**src/hw/rtl/b64c_pkg.sv**
```systemverilog
// Shared types, constants and alphabet functions for the base64 stream codec.
package b64c_pkg;

  localparam logic       DIR_ENCODE = 1'b0;
  localparam logic       DIR_DECODE = 1'b1;

  localparam logic [7:0] PAD_CHAR   = 8'h3D;
  localparam logic [7:0] CH_TAB     = 8'h09;
  localparam logic [7:0] CH_LF      = 8'h0A;
  localparam logic [7:0] CH_CR      = 8'h0D;
  localparam logic [7:0] CH_SPACE   = 8'h20;
  localparam logic [7:0] SYM_BAD    = 8'hFF;

  localparam int unsigned QDEPTH    = 2;
  localparam int unsigned QPTR_W    = $clog2(QDEPTH);
  localparam int unsigned QCNT_W    = $clog2(QDEPTH + 1);

  localparam int unsigned MAX_RES   = 4;
  localparam int unsigned RIDX_W    = $clog2(MAX_RES);

  // One input item's worth of results, handed from front to back.
  typedef struct packed {
    logic [MAX_RES-1:0][7:0] chars;
    logic [RIDX_W-1:0]       cnt_m1;  // number of results minus one
    logic                    valid;   // 0 only for a bare end marker
    logic                    last;    // final result carries out_last
  } cmd_t;

  // 6-bit value to alphabet character.
  function automatic logic [7:0] enc_sym(input logic [5:0] v);
    logic [7:0] c;
    if (v < 6'd26)       c = 8'h41 + {2'b00, v};
    else if (v < 6'd52)  c = 8'h61 + {2'b00, v - 6'd26};
    else if (v < 6'd62)  c = 8'h30 + {2'b00, v - 6'd52};
    else if (v == 6'd62) c = 8'h2B;
    else                 c = 8'h2F;
    return c;
  endfunction

  // Alphabet character to 6-bit value; anything else gives SYM_BAD.
  function automatic logic [7:0] dec_val(input logic [7:0] c);
    logic [7:0] v;
    if (c >= 8'h41 && c <= 8'h5A)      v = c - 8'h41;
    else if (c >= 8'h61 && c <= 8'h7A) v = c - 8'h61 + 8'd26;
    else if (c >= 8'h30 && c <= 8'h39) v = c - 8'h30 + 8'd52;
    else if (c == 8'h2B)               v = 8'd62;
    else if (c == 8'h2F)               v = 8'd63;
    else                               v = SYM_BAD;
    return v;
  endfunction

  function automatic logic is_blank(input logic [7:0] c);
    return (c == CH_TAB) || (c == CH_LF) || (c == CH_CR) || (c == CH_SPACE);
  endfunction

endpackage

```
**src/hw/rtl/b64c_front.sv**
```systemverilog
// Front end: accepts input beats, runs encoder/decoder state, builds result groups.
module b64c_front (
  input  logic              clk,
  input  logic              rst,
  input  logic              cfg_write,
  input  logic              cfg_data,
  input  logic              accept,
  input  logic [7:0]        in_byte,
  input  logic              in_last,
  output logic              cmd_push,
  output b64c_pkg::cmd_t    cmd
);

  logic        direction;
  logic [1:0]  group_phase, group_phase_next;
  logic [3:0]  leftover_bits, leftover_bits_next;
  logic [15:0] accumulator, accumulator_next;
  logic [3:0]  bits_held, bits_held_next;
  logic        pad_seen, pad_seen_next;

  logic [1:0]  ph;
  logic [7:0]  sval;
  logic [4:0]  held;
  logic [4:0]  sh;
  logic [15:0] acc_new;
  logic [7:0]  dbyte;
  logic        demit;
  logic        blank;

  always_ff @(posedge clk) begin
    if (rst) begin
      direction <= b64c_pkg::DIR_ENCODE;
    end else if (cfg_write) begin
      direction <= cfg_data;
    end
  end

  always_comb begin
    group_phase_next   = group_phase;
    leftover_bits_next = leftover_bits;
    accumulator_next   = accumulator;
    bits_held_next     = bits_held;
    pad_seen_next      = pad_seen;
    cmd                = '0;
    cmd_push           = 1'b0;
    ph      = (group_phase == 2'd3) ? 2'd0 : group_phase;
    blank   = b64c_pkg::is_blank(in_byte);
    sval    = b64c_pkg::dec_val(in_byte);
    acc_new = {accumulator[9:0], 6'd0} | {8'd0, sval};
    held    = {1'b0, bits_held} + 5'd6;
    sh      = (held >= 5'd8) ? held - 5'd8 : 5'd0;
    if (sh > 5'd8) sh = 5'd8;
    dbyte   = 8'(acc_new >> sh);
    demit   = 1'b0;

    if (direction == b64c_pkg::DIR_ENCODE) begin
      cmd.valid = 1'b1;
      case (ph)
        2'd0: begin
          cmd.chars[0] = b64c_pkg::enc_sym(in_byte[7:2]);
          if (in_last) begin
            cmd.chars[1] = b64c_pkg::enc_sym({in_byte[1:0], 4'd0});
            cmd.chars[2] = b64c_pkg::PAD_CHAR;
            cmd.chars[3] = b64c_pkg::PAD_CHAR;
            cmd.cnt_m1   = 2'd3;
          end
          leftover_bits_next = {2'd0, in_byte[1:0]};
          group_phase_next   = 2'd1;
        end
        2'd1: begin
          cmd.chars[0] = b64c_pkg::enc_sym({leftover_bits[1:0], in_byte[7:4]});
          if (in_last) begin
            cmd.chars[1] = b64c_pkg::enc_sym({in_byte[3:0], 2'd0});
            cmd.chars[2] = b64c_pkg::PAD_CHAR;
            cmd.cnt_m1   = 2'd2;
          end
          leftover_bits_next = in_byte[3:0];
          group_phase_next   = 2'd2;
        end
        default: begin
          cmd.chars[0] = b64c_pkg::enc_sym({leftover_bits, in_byte[7:6]});
          cmd.chars[1] = b64c_pkg::enc_sym(in_byte[5:0]);
          cmd.cnt_m1   = 2'd1;
          leftover_bits_next = 4'd0;
          group_phase_next   = 2'd0;
        end
      endcase
      cmd.last = in_last;
      cmd_push = accept;
    end else begin
      if (!blank && !pad_seen) begin
        if (in_byte == b64c_pkg::PAD_CHAR) begin
          pad_seen_next = 1'b1;
        end else begin
          demit            = (held >= 5'd8);
          accumulator_next = acc_new;
          bits_held_next   = demit ? 4'(held - 5'd8) : held[3:0];
        end
      end
      cmd.chars[0] = demit ? dbyte : 8'd0;
      cmd.valid    = demit;
      cmd.last     = in_last;
      cmd_push     = accept && (demit || in_last);
    end

    if (in_last) begin
      group_phase_next   = 2'd0;
      leftover_bits_next = 4'd0;
      accumulator_next   = 16'd0;
      bits_held_next     = 4'd0;
      pad_seen_next      = 1'b0;
    end
  end

  always_ff @(posedge clk) begin
    if (rst) begin
      group_phase   <= 2'd0;
      leftover_bits <= 4'd0;
      accumulator   <= 16'd0;
      bits_held     <= 4'd0;
      pad_seen      <= 1'b0;
    end else if (accept) begin
      group_phase   <= group_phase_next;
      leftover_bits <= leftover_bits_next;
      accumulator   <= accumulator_next;
      bits_held     <= bits_held_next;
      pad_seen      <= pad_seen_next;
    end
  end

endmodule

```
**src/hw/rtl/b64c_queue.sv**
```systemverilog
// Short flop queue of result groups between front and back.
module b64c_queue (
  input  logic           clk,
  input  logic           rst,
  input  logic           push,
  input  b64c_pkg::cmd_t wdata,
  output logic           full,
  input  logic           pop,
  output b64c_pkg::cmd_t rdata,
  output logic           empty
);

  b64c_pkg::cmd_t                 slots [b64c_pkg::QDEPTH];
  logic [b64c_pkg::QPTR_W-1:0]    wptr, rptr;
  logic [b64c_pkg::QCNT_W-1:0]    count;
  logic                           do_push, do_pop;

  assign full    = (count == b64c_pkg::QCNT_W'(b64c_pkg::QDEPTH));
  assign empty   = (count == '0);
  assign rdata   = slots[rptr];
  assign do_push = push && !full;
  assign do_pop  = pop && !empty;

  always_ff @(posedge clk) begin
    if (do_push) begin
      slots[wptr] <= wdata;
    end
  end

  always_ff @(posedge clk) begin
    if (rst) begin
      wptr  <= '0;
      rptr  <= '0;
      count <= '0;
    end else begin
      if (do_push) begin
        wptr <= (wptr == b64c_pkg::QPTR_W'(b64c_pkg::QDEPTH - 1)) ? '0 : wptr + 1'b1;
      end
      if (do_pop) begin
        rptr <= (rptr == b64c_pkg::QPTR_W'(b64c_pkg::QDEPTH - 1)) ? '0 : rptr + 1'b1;
      end
      case ({do_push, do_pop})
        2'b10:   count <= count + 1'b1;
        2'b01:   count <= count - 1'b1;
        default: count <= count;
      endcase
    end
  end

endmodule

```
**src/hw/rtl/b64c_back.sv**
```systemverilog
// Back end: walks each result group and feeds the output register one beat at a time.
module b64c_back (
  input  logic           clk,
  input  logic           rst,
  input  logic           q_empty,
  input  b64c_pkg::cmd_t q_head,
  output logic           q_pop,
  output logic           empty,
  input  logic           pop,
  output logic [7:0]     out_byte,
  output logic           out_valid,
  output logic           out_last
);

  logic [b64c_pkg::RIDX_W-1:0] idx;
  logic                        held;
  logic                        load;
  logic                        at_end;

  assign empty  = !held;
  assign load   = (!held || pop) && !q_empty;
  assign at_end = (idx == q_head.cnt_m1);
  assign q_pop  = load && at_end;

  always_ff @(posedge clk) begin
    if (rst) begin
      held <= 1'b0;
      idx  <= '0;
    end else begin
      if (load) begin
        held <= 1'b1;
        idx  <= at_end ? '0 : idx + 1'b1;
      end else if (pop) begin
        held <= 1'b0;
      end
    end
  end

  always_ff @(posedge clk) begin
    if (load) begin
      out_byte  <= q_head.chars[idx];
      out_valid <= q_head.valid;
      out_last  <= q_head.last && at_end;
    end
  end

endmodule

```
**src/hw/rtl/base64_stream_codec.sv**
```systemverilog
// Top level of the streaming base64 encoder/decoder.
// Streaming base64 codec (standard alphabet, '=' padding). cfg_data written with
// cfg_write selects encode (0) or decode (1). The new direction applies from the next
// accepted beat. Encoder and decoder keep their own message state across a switch.
// Input beats are taken one per cycle while the two-entry group queue has room;
// the output side delivers one beat per cycle from its output register while pop
// is high and results are waiting. Throughput is therefore set by the output port:
// an encoded byte yields one or two characters (up to four on the last byte of a
// message, with padding), averaging about 1.33 characters per input byte; a decoded
// character yields at most one byte. A last beat always produces a result flagged
// out_last, with out_valid low when no byte was produced. The first result of a
// beat passes through the group queue and then the output register to the ports.
module base64_stream_codec (
  input  logic       clk,
  input  logic       rst,
  input  logic       cfg_write,
  input  logic       cfg_data,
  input  logic       push,
  output logic       full,
  input  logic [7:0] in_byte,
  input  logic       in_last,
  output logic       empty,
  input  logic       pop,
  output logic [7:0] out_byte,
  output logic       out_valid,
  output logic       out_last
);

  b64c_pkg::cmd_t cmd, q_head;
  logic           cmd_push;
  logic           q_empty, q_pop;
  logic           accept;

  assign accept = push && !full;

  b64c_front u_front (
    .clk      (clk),
    .rst      (rst),
    .cfg_write(cfg_write),
    .cfg_data (cfg_data),
    .accept   (accept),
    .in_byte  (in_byte),
    .in_last  (in_last),
    .cmd_push (cmd_push),
    .cmd      (cmd)
  );

  b64c_queue u_queue (
    .clk  (clk),
    .rst  (rst),
    .push (cmd_push),
    .wdata(cmd),
    .full (full),
    .pop  (q_pop),
    .rdata(q_head),
    .empty(q_empty)
  );

  b64c_back u_back (
    .clk      (clk),
    .rst      (rst),
    .q_empty  (q_empty),
    .q_head   (q_head),
    .q_pop    (q_pop),
    .empty    (empty),
    .pop      (pop),
    .out_byte (out_byte),
    .out_valid(out_valid),
    .out_last (out_last)
  );

endmodule

```
**config.mk**
```make
export PLATFORM = sky130hd
export DESIGN_NAME = base64_stream_codec
export DESIGN_NICKNAME = d
export VERILOG_FILES = /design/src/hw/rtl/b64c_pkg.sv /design/src/hw/rtl/b64c_front.sv /design/src/hw/rtl/b64c_queue.sv /design/src/hw/rtl/b64c_back.sv /design/src/hw/rtl/base64_stream_codec.sv
export SDC_FILE = /design/constraint.sdc
export NUM_CORES = 1
export LEC_CHECK = 0
export ABC_AREA = 1
export BUFFER_PORTS_ARGS = -buffer_cell sky130_fd_sc_hd__clkbuf_2
export CAP_MARGIN = 10
export CORE_UTILIZATION = 25
export CTS_BUF_LIST = sky130_fd_sc_hd__clkbuf_4
export DETAILED_ROUTE_END_ITERATION = 7
export PLACE_DENSITY = 0.46
export SLEW_MARGIN = 30
export SYNTH_ARGS = -nofsm -noshare
export SYNTH_HDL_FRONTEND = slang
export SYNTH_SLANG_ARGS = --single-unit
export TNS_END_PERCENT = 20
```
**constraint.sdc**
```tcl
create_clock -name clk -period 3.2 [get_ports clk]
set_input_delay 0.16 -clock clk [delete_from_list [all_inputs] [get_ports clk]]
set_output_delay 0.16 -clock clk [all_outputs]
set_load 0.05 [all_outputs]
```
# Word level (Yosys, flattened, before mapping)
# Memory sizes are Yosys's and may differ from the RTL's. A register that Yosys moved wholly into a read port is not among the register bits.
# Cells that the tools add are included.
dict set report totals {
  reg_bits 39
  ramBits 68
  elab_cells 213
  memories 1
}
# name depth width read_ports rd_ports_with_merged_regs write_ports line
set mem_list {}
lappend mem_list {u_queue.slots 2 34 1 1 1 b64c_queue.sv:13} ;# b64c_pkg::cmd_t slots [b64c_pkg::QDEPTH];
dict set report classes {
  n_addsub 42
  n_lt_le_gt_ge 27
  n_eq_ne 19
  shift 1
  mux 77
  bitwise 1
  n_reduce_logical 31
}
# op count
set ops {}
lappend ops {{8-bit two-way mux} 26}
lappend ops {{7-bit by 6-bit adder with 8-bit output (first input constant)} 12}
lappend ops {{6-bit less-than comparator (second input constant)} 12}
lappend ops {{22-bit two-way mux} 2}
lappend ops {{6-bit by 6-bit adder with 7-bit output (first input constant)} 6}
lappend ops {{10-bit two-way mux} 4}
lappend ops {{6-bit by 5-bit less-than comparator with 1-bit output (second input constant)} 6}
lappend ops {{18-bit case mux with 2 select lines} 1}
lappend ops {{6-bit by 5-bit subtractor with 6-bit output (second input constant)} 6}
lappend ops {{6-bit subtractor (second input constant)} 6}
lappend ops {{8-bit by 6-bit == test with 1-bit output (second input constant)} 4}
lappend ops {{4-bit two-way mux} 7}
lappend ops {{6-bit == test (second input constant)} 4}
lappend ops {{8-bit by 4-bit == test with 1-bit output (second input constant)} 3}
lappend ops {{8-bit binary-select mux with 2-bit select} 1}
lappend ops {{8-bit by 7-bit >= comparator with 1-bit output (second input constant)} 2}
lappend ops {{8-bit by 7-bit <= comparator with 1-bit output (second input constant)} 2}
lappend ops {{1-bit two-way mux} 16}
lappend ops {{2-bit two-way mux} 8}
lappend ops {{16-bit by 8-bit bitwise OR with 16-bit output} 1}
lappend ops {{8-bit case mux with 2 select lines} 1}
lappend ops {{16-bit by 5-bit right shift with 8-bit output} 1}
lappend ops {{8-bit by 7-bit subtractor with 8-bit output (second input constant)} 2}
lappend ops {{14-bit two-way mux} 1}
lappend ops {{other kinds (29)} 64}

# Depth between registers and ports, before layout
# Gate-level depths: netlist of the first run.
dict set report depth {
  word_depth 14
  depth_mapped 20
}

# Cells and area by module
# From an unflattened synthesis of the first run, not the netlist that was laid out.
dict set report hier_totals {
  cells_unflattened 1039
  hier_area_um2 8364.3
}
# module n_inst cells_each area_each_um2 seq_area_each_um2
set modules_own_cells {}
lappend modules_own_cells {b64c_front 1 798 4609.4 420.4}
lappend modules_own_cells {b64c_queue 1 152 2996.6 2262.2}
lappend modules_own_cells {b64c_back 1 87 748.2 360.3}
lappend modules_own_cells {base64_stream_codec 1 2 10.0 0.0}

# Worst setup path before layout of the first run
# OpenSTA, ideal clock, no wires.
dict set report synth_path {
  kind {register -> register}
  from {reg u_front.bits_held[1]}
  to {mem u_queue.slots[1][0] (netlist bit), enable pin}
  arrival_ns 2.424
  path_slack_ns 0.376
  path_stages_with_launch 11
  n_path_buf 0
  synth_period_minus_slack_ns 2.824
  cell_sequence {dfxtp_1 > inv_1 > ha_1 > xnor2_1 > inv_1 > ha_1 > nand2_2 > nand3_1 > nand3_1 > nand2_1 > nor2_1}
}
dict set report synth_via {
  elab_chain_cells 11
}
# item line
set synth_lines {}
lappend synth_lines {{start, declared} b64c_front.sv:18} ;# logic [3:0] bits_held, bits_held_next;
lappend synth_lines {{start signal, assigned} b64c_front.sv:126} ;# bits_held <= bits_held_next;
lappend synth_lines {{4-bit by 3-bit adder with 5-bit output} b64c_front.sv:50} ;# held = {1'b0, bits_held} + 5'd6;
lappend synth_lines {{5-bit by 4-bit >= comparator with 1-bit output} b64c_front.sv:95} ;# demit = (held >= 5'd8);
lappend synth_lines {{1-bit two-way mux} b64c_front.sv:92} ;# if (in_byte == b64c_pkg::PAD_CHAR) begin
lappend synth_lines {{1-bit two-way mux} b64c_front.sv:91} ;# if (!blank && !pad_seen) begin
lappend synth_lines {{1-bit two-way mux} b64c_front.sv:56} ;# if (direction == b64c_pkg::DIR_ENCODE) begin
lappend synth_lines {{1-bit logical OR} b64c_front.sv:103} ;# cmd_push = accept && (demit || in_last);
lappend synth_lines {{1-bit logical AND} b64c_front.sv:103}
lappend synth_lines {{1-bit two-way mux} b64c_front.sv:56}
lappend synth_lines {{1-bit logical AND} b64c_queue.sv:21} ;# assign do_push = push && !full;
lappend synth_lines {{1-bit two-way mux} b64c_queue.sv:25} ;# if (do_push) begin
lappend synth_lines {{1-bit two-way mux (not written as such)} b64c_queue.sv:26} ;# slots[wptr] <= wdata;
lappend synth_lines {{end, declared} b64c_queue.sv:13}
# No other way between the ends. The select of a mux whose other input is x is not followed.

==> impl_metrics.yaml, run 1 <==
synthesis:
  yosysWarnings: 0
  ys_ff_latch: 81
  synthTopCellsByArea: "edfxtp_1, nand2_1, ha_1, dfxtp_1, nand3_1"
  synth_nets: 1043
  synth_common_cells: "nand2_1, inv_1, nand3_1"
  post-synth-top-area-fraction_pct: 22.9
  synth_top_flop_cell: "edfxtp_1"
  synth-seq-area-share_pct: 31.4
  syn_area_um2: 6820
  yosysMostFrequentCell: "nand2_1"
  yosys.area.top_type: "edfxtp_1"
  synth_edf_count: 52
  syn_area_per_cell_um2: 6.98
  ys_async_sr_fraction_pct: 0
  synth_cell_types: 50
  synthCells: 977
run:
  cap_violations: 0
routing:
  met1Wirelength_um: 10200
  routed.top_layer: "met4"
  postRouteAntennaNets: 0
  drc: 0
  route.met3.wl_um: 749
  drtIter0Drc: 511
  firstDrtPassIters: 5
  wl_met2_um: 10100
  vias: 6531
  routed_via_density: 4.81
  wl_um: 21600
  wl_per_cell_um: 15.9
die:
  rows: 60
  coreArea_um2: 26900
  ioPinCount: 27
  initial_core_util_pct: 25.4
  dieArea_um2: 27900
  fp.dieW_um: 167
  die_h_um: 167
global_routing:
  antenna_found_initial: 0
  grt_pass1_vias: 6268
  track_usage_pct: 15.8
  grt-ovfl-total: 0
  grt_pass1_wl_um: 34300
  grt_start_max_net_pins: 22
worst_setup_path:
  crit_arrival_ps: 3050
  rrSetupSlack_ps: 340
  critPathLaunchType: "flip-flop"
  critPathKind: "reg -> reg"
  cp.required_ps: 3390
  crit_fanout: 13
  crit_path_end_kind: "flip-flop"
placement:
  post-place-cells: 1336
  numPortBuffers: 26
  globalplace.congestion: 0.873
  dp_hpwl_um: 16700
timing:
  setup_viol: 0
  skew_ps: 18.4
  worst_slew_pin_slew_ps: 687
  timing.final.crit_share_pct: 89.3
  finalHoldViolations: 0
  rsz0062_at_grt: "false"
  period_minus_slack_ps: 2860
  setup_tns_ps: 0
  whs_ps: 57.2
  clock.fmax_mhz: 350
  slew_headroom_pct: 54.1
  finalMaxSlewViolations: 0
pwr:
  p_per_area_nw_per_um2: 544
  p_leak_uw: 0.00336
  ir_drop_v: 0.000219
  finalPower_uw: 4140
hold_path:
  min-delay-path-class: "in -> reg"
run_status:
  status: "finished clean"
clock_network:
  htree_levels: 3
  clock_sinks: 81
  cts_made_buffers: 9
  clockRootBuffer: "clkbuf_4"
  insertion_delay_ps: 460
  clkTransAtPathRegs_ps: 140
  clock_path_buffers: 2
  cts_tree: "done"
final_layout:
  area_growth_pct: 11.5
  nFillCells: 3025
  final_nets: 1079
  drive_above_1_share_pct: 9.82
  fin_cells: 1359
  diodes: 0
[final timing paths]
check,depth (start not counted),start,to
min,3,in_byte[2],u_front.leftover_bits[2]
max reg2reg,18,u_front.bits_held[1],u_queue.slots[1][4]
min reg2reg,2,u_front.accumulator[7],u_front.accumulator[7]
max,18,u_front.bits_held[1],u_queue.slots[1][4]
[per-stage QoR]
stage / instance area (µm²) / setup WS (ps) / utilization, %
6_report: 7600 / 341 / 28.3
5_1_grt: 7600 / 35.1 / 28.3
4_1_cts: 7570 / 318 / 28.2
3_5_place_dp: 7390 / 337 / 27.5
3_3_place_gp: 7390 / 407 / 27.5
2_1_floorplan: 6820 / 376 / -
[repair_timing]
action | 4_1_cts | 5_1_grt
setup buffers | 0 | 4
setup endpoints to repair | 0 | 4
hold endpoints to repair | 2 | 0
hold buffers | 3 | 0
resized for setup | 0 | 2
[routing by layer]
layer / vias up / GRT usage (%)
met4: 0 / 5.15
met2: 151 / 26.7
met1: 3024 / 20.6
li1: 3324 / -
met3: 32 / 2.17
met5: - / 0
[power by group]
part,switching (µW),internal [µW],leakage [µW],total (µW)
clock,390,253,0.0000830,642
combinational,1360,601,0.00255,1960
sequential,110,1420,0.000728,1530
[state kept, by name (all words and copies together) (netlist names), 2 cells and up, named ones only]
name	count
u_back.idx	2
u_queue.count	2
u_front.leftover_bits	4
u_front.bits_held	3
u_back.out_byte	8
u_front.group_phase	2
u_front.accumulator	10
u_queue.slots	42
[cell type report]
cell class              instances  area (µm²)  area share (%)
clock buffers                   9        67.6           0.889
clock inverters                 7        85.1            1.12
inverters                     109         418            5.50
multi-input cells             754        4060            53.4
flip-flops and latches         81        2140            28.2
well taps                     341         427            5.61
repair buffers                 58         403            5.30
[placed cells by master, fill, tap and decap left out, types with 3 or more instances in the layout]
| cell type | n |
|---|---|
| nand2_1 | 271 |
| inv_1 | 100 |
| nand3_1 | 90 |
| nor2_1 | 87 |
| a21oi_1 | 70 |
| edfxtp_1 | 52 |
| ha_1 | 51 |
| o21ai_0 | 47 |
| xor2_1 | 29 |
| dfxtp_1 | 28 |
| buf_4 | 27 |
| clkbuf_2 | 26 |
| o21ai_1 | 10 |
| nor3_1 | 9 |
| o211ai_1 | 9 |
| clkbuf_4 | 9 |
| xnor2_1 | 8 |
| a211oi_1 | 7 |
| o21a_1 | 7 |
| a31oi_1 | 6 |
| nand2_2 | 5 |
| inv_2 | 5 |
| a221o_1 | 5 |
| nand4_1 | 5 |
| o22ai_1 | 4 |
| nor2_2 | 4 |
| o21ai_2 | 3 |
| a21oi_2 | 3 |
| clkinv_4 | 3 |
| dlygate4sd3_1 | 3 |
[cells by family after synthesis]
kind of cell,Yosys count,synth area share [%]
AO/OA/AOI/OAI,183,15.8
XOR/XNOR,37,4.75
adder cells (fa/ha/maj),51,9.36
buffers and inverters,142,9.05
flip-flops,81,31.4
multiplexers,1,0.147
AND/OR/NAND/NOR,482,29.5
[worst max-delay path, cell delays in order, from the launching register on]
cell     delay (ps)
dfxtp_2         380
inv_1            80
ha_1            210
xnor2_1         170
inv_1            90
ha_1            190
nand2_2         120
ha_1            150
inv_1            50
o21ai_0         150
inv_1            90
nand3_2         170
buf_4           220
nand2_1          60
o21ai_1          90
nor2_1           60
o21a_1          170
nand2_1          60
nand2_1          60
Power figures use the tool's default switching activity.
==> inputs of run 2 (changes only) <==
--- a/config.mk
+++ b/config.mk
@@ -11,7 +11,7 @@
 export CORE_UTILIZATION = 25
 export CTS_BUF_LIST = sky130_fd_sc_hd__clkbuf_4
 export DETAILED_ROUTE_END_ITERATION = 7
-export PLACE_DENSITY = 0.46
+export PLACE_DENSITY = 0.39
 export SLEW_MARGIN = 30
 export SYNTH_ARGS = -nofsm -noshare
 export SYNTH_HDL_FRONTEND = slang
==> impl_metrics.yaml, run 2 (synthesis gave the netlist of run 1 again) <==
die:
  rows: 60
  coreArea_um2: 26900
  ioPinCount: 27
  fp.dieW_um: 167
  dieArea_um2: 27900
  die_h_um: 167
  initial_core_util_pct: 25.4
timing:
  timing.final.crit_share_pct: 89.2
  finalHoldViolations: 0
  rsz0062_at_grt: "false"
  worst_slew_pin_slew_ps: 768
  period_minus_slack_ps: 2850
  setup_viol: 0
  skew_ps: 30.8
  clock.fmax_mhz: 350
  fin_ws_ps: 346
  setup_tns_ps: 0
  whs_ps: 145
  finalMaxSlewViolations: 0
  slew_headroom_pct: 48.7
placement:
  dp_hpwl_um: 18000
  globalplace.congestion: 0.884
  pre_cts_slack_ps: 345
  numPortBuffers: 26
  place_area_um2: 7440
hold_path:
  min-delay-path-class: "in -> reg"
  min_path_cells: 1
global_routing:
  antenna_found_initial: 1
  grt_start_max_net_pins: 22
  grt-ovfl-total: 0
  track_usage_pct: 17.0
  grt_pass1_wl_um: 36500
  grt_pass1_vias: 6445
final_layout:
  area_growth_pct: 11.9
  final_cell_area_um2: 7630
  drive_above_1_share_pct: 9.79
  final_common_cell: "nand2_1"
  reg_top3: "u_queue.slots (42), u_front.accumulator (10), u_back.out_byte (8)"
  nFillCells: 3049
  largest_register_ffs: 42
  final_nets: 1082
  regMostFlops: "u_queue.slots"
  most-common-layout-cells: "nand2_1, inv_1, nand3_1, nor2_1, a21oi_1"
routing:
  firstDrtPassIters: 5
  drtIter0Drc: 503
  drc: 0
  wl_um: 23300
  vias: 6583
  routed_via_density: 4.83
  postRouteAntennaNets: 0
  wl_per_cell_um: 17.1
clock_network:
  post_cts_resize_count: 0
  clkTransAtPathRegs_ps: 140
  clockRootBuffer: "clkbuf_4"
  htree_levels: 3
  insertion_delay_ps: 480
  cts_tree: "done"
  clock_sinks: 81
  cts_made_buffers: 9
  cts_setup_buffers: 0
  clock_path_buffers: 2
pwr:
  p_leak_uw: 0.00339
  p_per_area_nw_per_um2: 552
  ir_drop_v: 0.000162
  finalPower_uw: 4210
run_status:
  status: "finished clean"
worst_setup_path:
  crit_fanout: 11
  cp.required_ps: 3440
  critPathKind: "reg -> reg"
  crit_arrival_ps: 3090
  worstRegToRegCells: 18
  critPathLaunchType: "flip-flop"
  crit_path_end_kind: "flip-flop"
run:
  cap_violations: 0
-- run 2: cell types whose count changed in the layout (fill, tap and decap cells not counted), moves of 2 or more --
cell | previous run | this run
clkinv_1 | 1 | 3
inv_6 | 2 | 0
buf_4 | 27 | 30
clkinv_4 | 3 | 0
clkbuf_4 | 9 | 11
-- run 2: worst paths after layout --
path / start / end / slack [ps]
worst min register to register: u_queue.count[1] / u_queue.count[1] / 460
worst min-delay path: in_last / u_queue.slots[1][0] / 140
worst max-delay path: u_front.bits_held[1] / u_queue.slots[1][7] / 350
worst max register to register: u_front.bits_held[1] / u_queue.slots[1][7] / 350
-- run 2: per-layer routing --
metal	wire length (µm)	track usage (%)	up-vias	part of all wire, %
li1	-	-	3339	-
met1	10900	22.3	3062	47
met2	10900	28.4	139	46
met3	835	1.89	43	3.6
met4	727	7.05	0	3.1
met5	0	0	-	0
-- run 2: critical path, cell delays in order (launching register included) --
cell and delay [ps]:
dfxtp_1 400, inv_1 100, ha_1 210, xnor2_1 130, inv_1 80, ha_1 160, nand2_2 100, ha_1 190
inv_1 70, o21ai_0 80, inv_1 100, nand3_2 160, inv_1 300, nand2_1 80, o21ai_1 120, nor2_1 60
o21a_1 170, nand2_1 50, nand2_1 60
-- run 2: what timing repair did --
action | 4_1_cts | 5_1_grt
setup endpoints to repair | 0 | 0
hold buffers | 3 | 0
hold endpoints to repair | 2 | 0
-- run 2: where the power goes --
part           internal (µW)  switching [µW]  leakage [µW]
clock                    328             370     0.0000859
combinational            602            1390       0.00257
sequential              1420             104      0.000728
-- run 2: cell type report --
type / instances / area (µm²) / area share (%)
multi-input combinational: 754 / 4060 / 53.3
antenna: 1 / 2.50 / 0.0328
inverter: 109 / 414 / 5.43
sequential: 81 / 2140 / 28.1
clock inverter: 5 / 72.6 / 0.951
timing repair buffer: 61 / 425 / 5.58
tap: 341 / 427 / 5.59
clock buffer: 11 / 82.6 / 1.08
-- run 2: through the flow --
stage,instances,utilization (%)
6_report,1363,28.4
5_1_grt,1363,28.4
4_1_cts,1362,28.4
3_5_place_dp,1343,27.7
3_3_place_gp,1343,27.7
2_1_floorplan,977,-
==> inputs of run 3 (changes only) <==
--- a/config.mk
+++ b/config.mk
@@ -5,7 +5,6 @@
 export SDC_FILE = /design/constraint.sdc
 export NUM_CORES = 1
 export LEC_CHECK = 0
-export ABC_AREA = 1
 export BUFFER_PORTS_ARGS = -buffer_cell sky130_fd_sc_hd__clkbuf_2
 export CAP_MARGIN = 10
 export CORE_UTILIZATION = 25
==> impl_metrics.yaml, run 3 <==
synthesis:
  synthCells: 751
  synth_top_flop_cell: "edfxtp_1"
  synth_cell_types: 75
  synth_common_cells: "nand2_1, nor2_1, edfxtp_1"
  syn_area_per_cell_um2: 8.81
  yosys.area.top_type: "edfxtp_1"
  synth_nets: 817
  synth-seq-area-share_pct: 32.4
  ys_ff_latch: 81
  yosysMostFrequentCell: "nand2_1"
  syn_area_um2: 6610
  yosysWarnings: 0
  ys_async_sr_fraction_pct: 0
  synth_edf_count: 52
  synthTopCellsByArea: "edfxtp_1, ha_1, dfxtp_1, xnor2_1, nand2_1"
  post-synth-top-area-fraction_pct: 23.6
final_layout:
  largest_register_ffs: 42
  regMostFlops: "u_queue.slots"
  fin_cells: 1162
  most-common-layout-cells: "nand2_1, buf_4, nor2_1, edfxtp_1, ha_1"
  reg_top3: "u_queue.slots (42), u_front.accumulator (10), u_back.out_byte (8)"
  final_nets: 887
  final_common_cell: "nand2_1"
  area_growth_pct: 18.9
  drive_above_1_share_pct: 18.5
worst_setup_path:
  crit_arrival_ps: 3250
  crit_fanout: 4
  cp.required_ps: 3390
  path_cells: "inv_2 > ha_1 > xor2_1 > ha_1 > and2_1 > inv_1 > ha_1 > or3b_4 > nor2_4 > mux2i_2 > a21oi_1 > nand2_1 > a21oi_1 > or3_1"
  crit_family: "simple AND/OR/NAND/NOR gates"
  rrSetupSlack_ps: 140
  worstRegToRegCells: 14
  critPathKind: "reg -> reg"
  critPathSlowestCell: "or3b_4"
  crit_path_frequent_cell: "ha_1"
  crit_path_end_kind: "flip-flop"
  r2r-start: "u_front.bits_held[1]"
  max_stage_delay_ps: 420
  critPathBufInv: 2
  critPathLaunchType: "flip-flop"
  r2r_end: "u_queue.slots[1][8]"
  cp-startpoint: "u_front.bits_held[1]"
global_routing:
  grt_pass1_vias: 5795
  grt-ovfl-total: 0
  grt_start_max_net_pins: 26
  antenna_found_initial: 1
  track_usage_pct: 16.0
  grt_pass1_wl_um: 33200
clock_network:
  htree_levels: 3
  cts_tree: "done"
  clock_sinks: 81
  clkTransAtPathRegs_ps: 130
  insertion_delay_ps: 450
  clock_path_buffers: 2
  clockRootBuffer: "clkbuf_4"
  cts_made_buffers: 9
timing:
  setup_tns_ps: 0
  clock.fmax_mhz: 327
  finalHoldViolations: 0
  worst_slew_pin_slew_ps: 876
  skew_ps: 16.8
  fin_ws_ps: 139
  setup_viol: 0
  slew_headroom_pct: 41.1
  timing.final.crit_share_pct: 95.7
  finalMaxSlewViolations: 0
  period_minus_slack_ps: 3060
hold_path:
  whs_endpoint: "u_front.pad_seen"
  min_path_cells: 3
  min-delay-path-class: "in -> reg"
  hold_start: "push"
die:
  rows: 59
  coreArea_um2: 26000
  fp.dieW_um: 165
  initial_core_util_pct: 25.5
  ioPinCount: 27
  dieArea_um2: 27100
  die_h_um: 165
pwr:
  p_leak_uw: 0.00304
  p_per_area_nw_per_um2: 509
  ir_drop_v: 0.000472
routing:
  wl_per_cell_um: 17.9
  wl_um: 20800
  postRouteAntennaNets: 0
  routed_via_density: 5.01
  drc: 0
  drtIter0Drc: 397
  firstDrtPassIters: 4
  vias: 5823
placement:
  numPortBuffers: 26
  post-place-cells: 1141
  dp_hpwl_um: 16300
  pre_cts_slack_ps: 28.3
  globalplace.congestion: 0.862
run:
  cap_violations: 0
run_status:
  status: "finished clean"
-- run 3: power by group --
part           internal [µW]  leakage (µW)  switching (µW)
Combinational            587       0.00219            1010
Sequential              1400      0.000726            90.3
Clock                    559      0.000118             359
-- run 3: metrics by stage --
stage	total power (µW)	hold WS [ps]	area, µm²	utilization (%)
final	4000	161	7870	30.3
after floorplan	2630	239	6620	-
after global routing	4260	133	7870	30.3
after CTS	4050	111	7830	30.1
after global placement	3130	423	7560	29.1
after detailed placement	3120	411	7560	29.1
-- run 3: layout make-up --
class	instances	area, µm²
fill	2800	18100
multi-input combinational	592	4190
sequential	81	2140
timing repair buffer	105	759
tap	335	419
clock inverter	6	154
inverter	32	120
clock buffer	10	75.1
antenna	1	2.50
-- run 3: worst max-delay path by stage --
| stage | endpoint | slack, ps | cells past startpoint |
|---|---|---|---|
| global route | u_queue.slots[1][8] | -60 | 14 |
| finish | u_queue.slots[1][8] | 140 | 14 |
| global placement | u_queue.slots[0][6] | 70 | 15 |
| floorplan | u_queue.slots[0][10] | 10 | 12 |
| detailed placement | u_queue.slots[0][6] | 30 | 15 |
| CTS | u_queue.slots[0][11] | 20 | 14 |
-- run 3: routing by layer --
layer / vias to the layer above / routed length (µm) / track usage, %
li1: 2891 / - / -
met1: 2813 / 10000 / 21.0
met2: 106 / 10000 / 27.5
met3: 13 / 461 / 1.68
met4: 0 / 279 / 4.59
met5: - / 0 / 0
-- run 3: cell families after synthesis --
group	share of synthesized area (%)
xor gates and xnor gates	8.08
and+or+nand+nor	19.1
buffers and inverters	4.67
muxes	6.00
adders and majority gates	9.65
DFF	32.4
AOI/OAI and AO/OA	20.1
-- run 3: what timing repair did --
item / in CTS / in global routing
resized for setup: 1 / 10
setup buffers: 0 / 1
pin swaps: 0 / 0
hold buffers: 3 / 0
gates cloned: 0 / 0
endpoints found under the setup margin: 2 / 16
endpoints found under the hold margin: 2 / 0
-- run 3: worst min-delay path, cell delays in order --
cell and delay (ps):
clkbuf_2 80, and2_1 220, a211oi_1 100
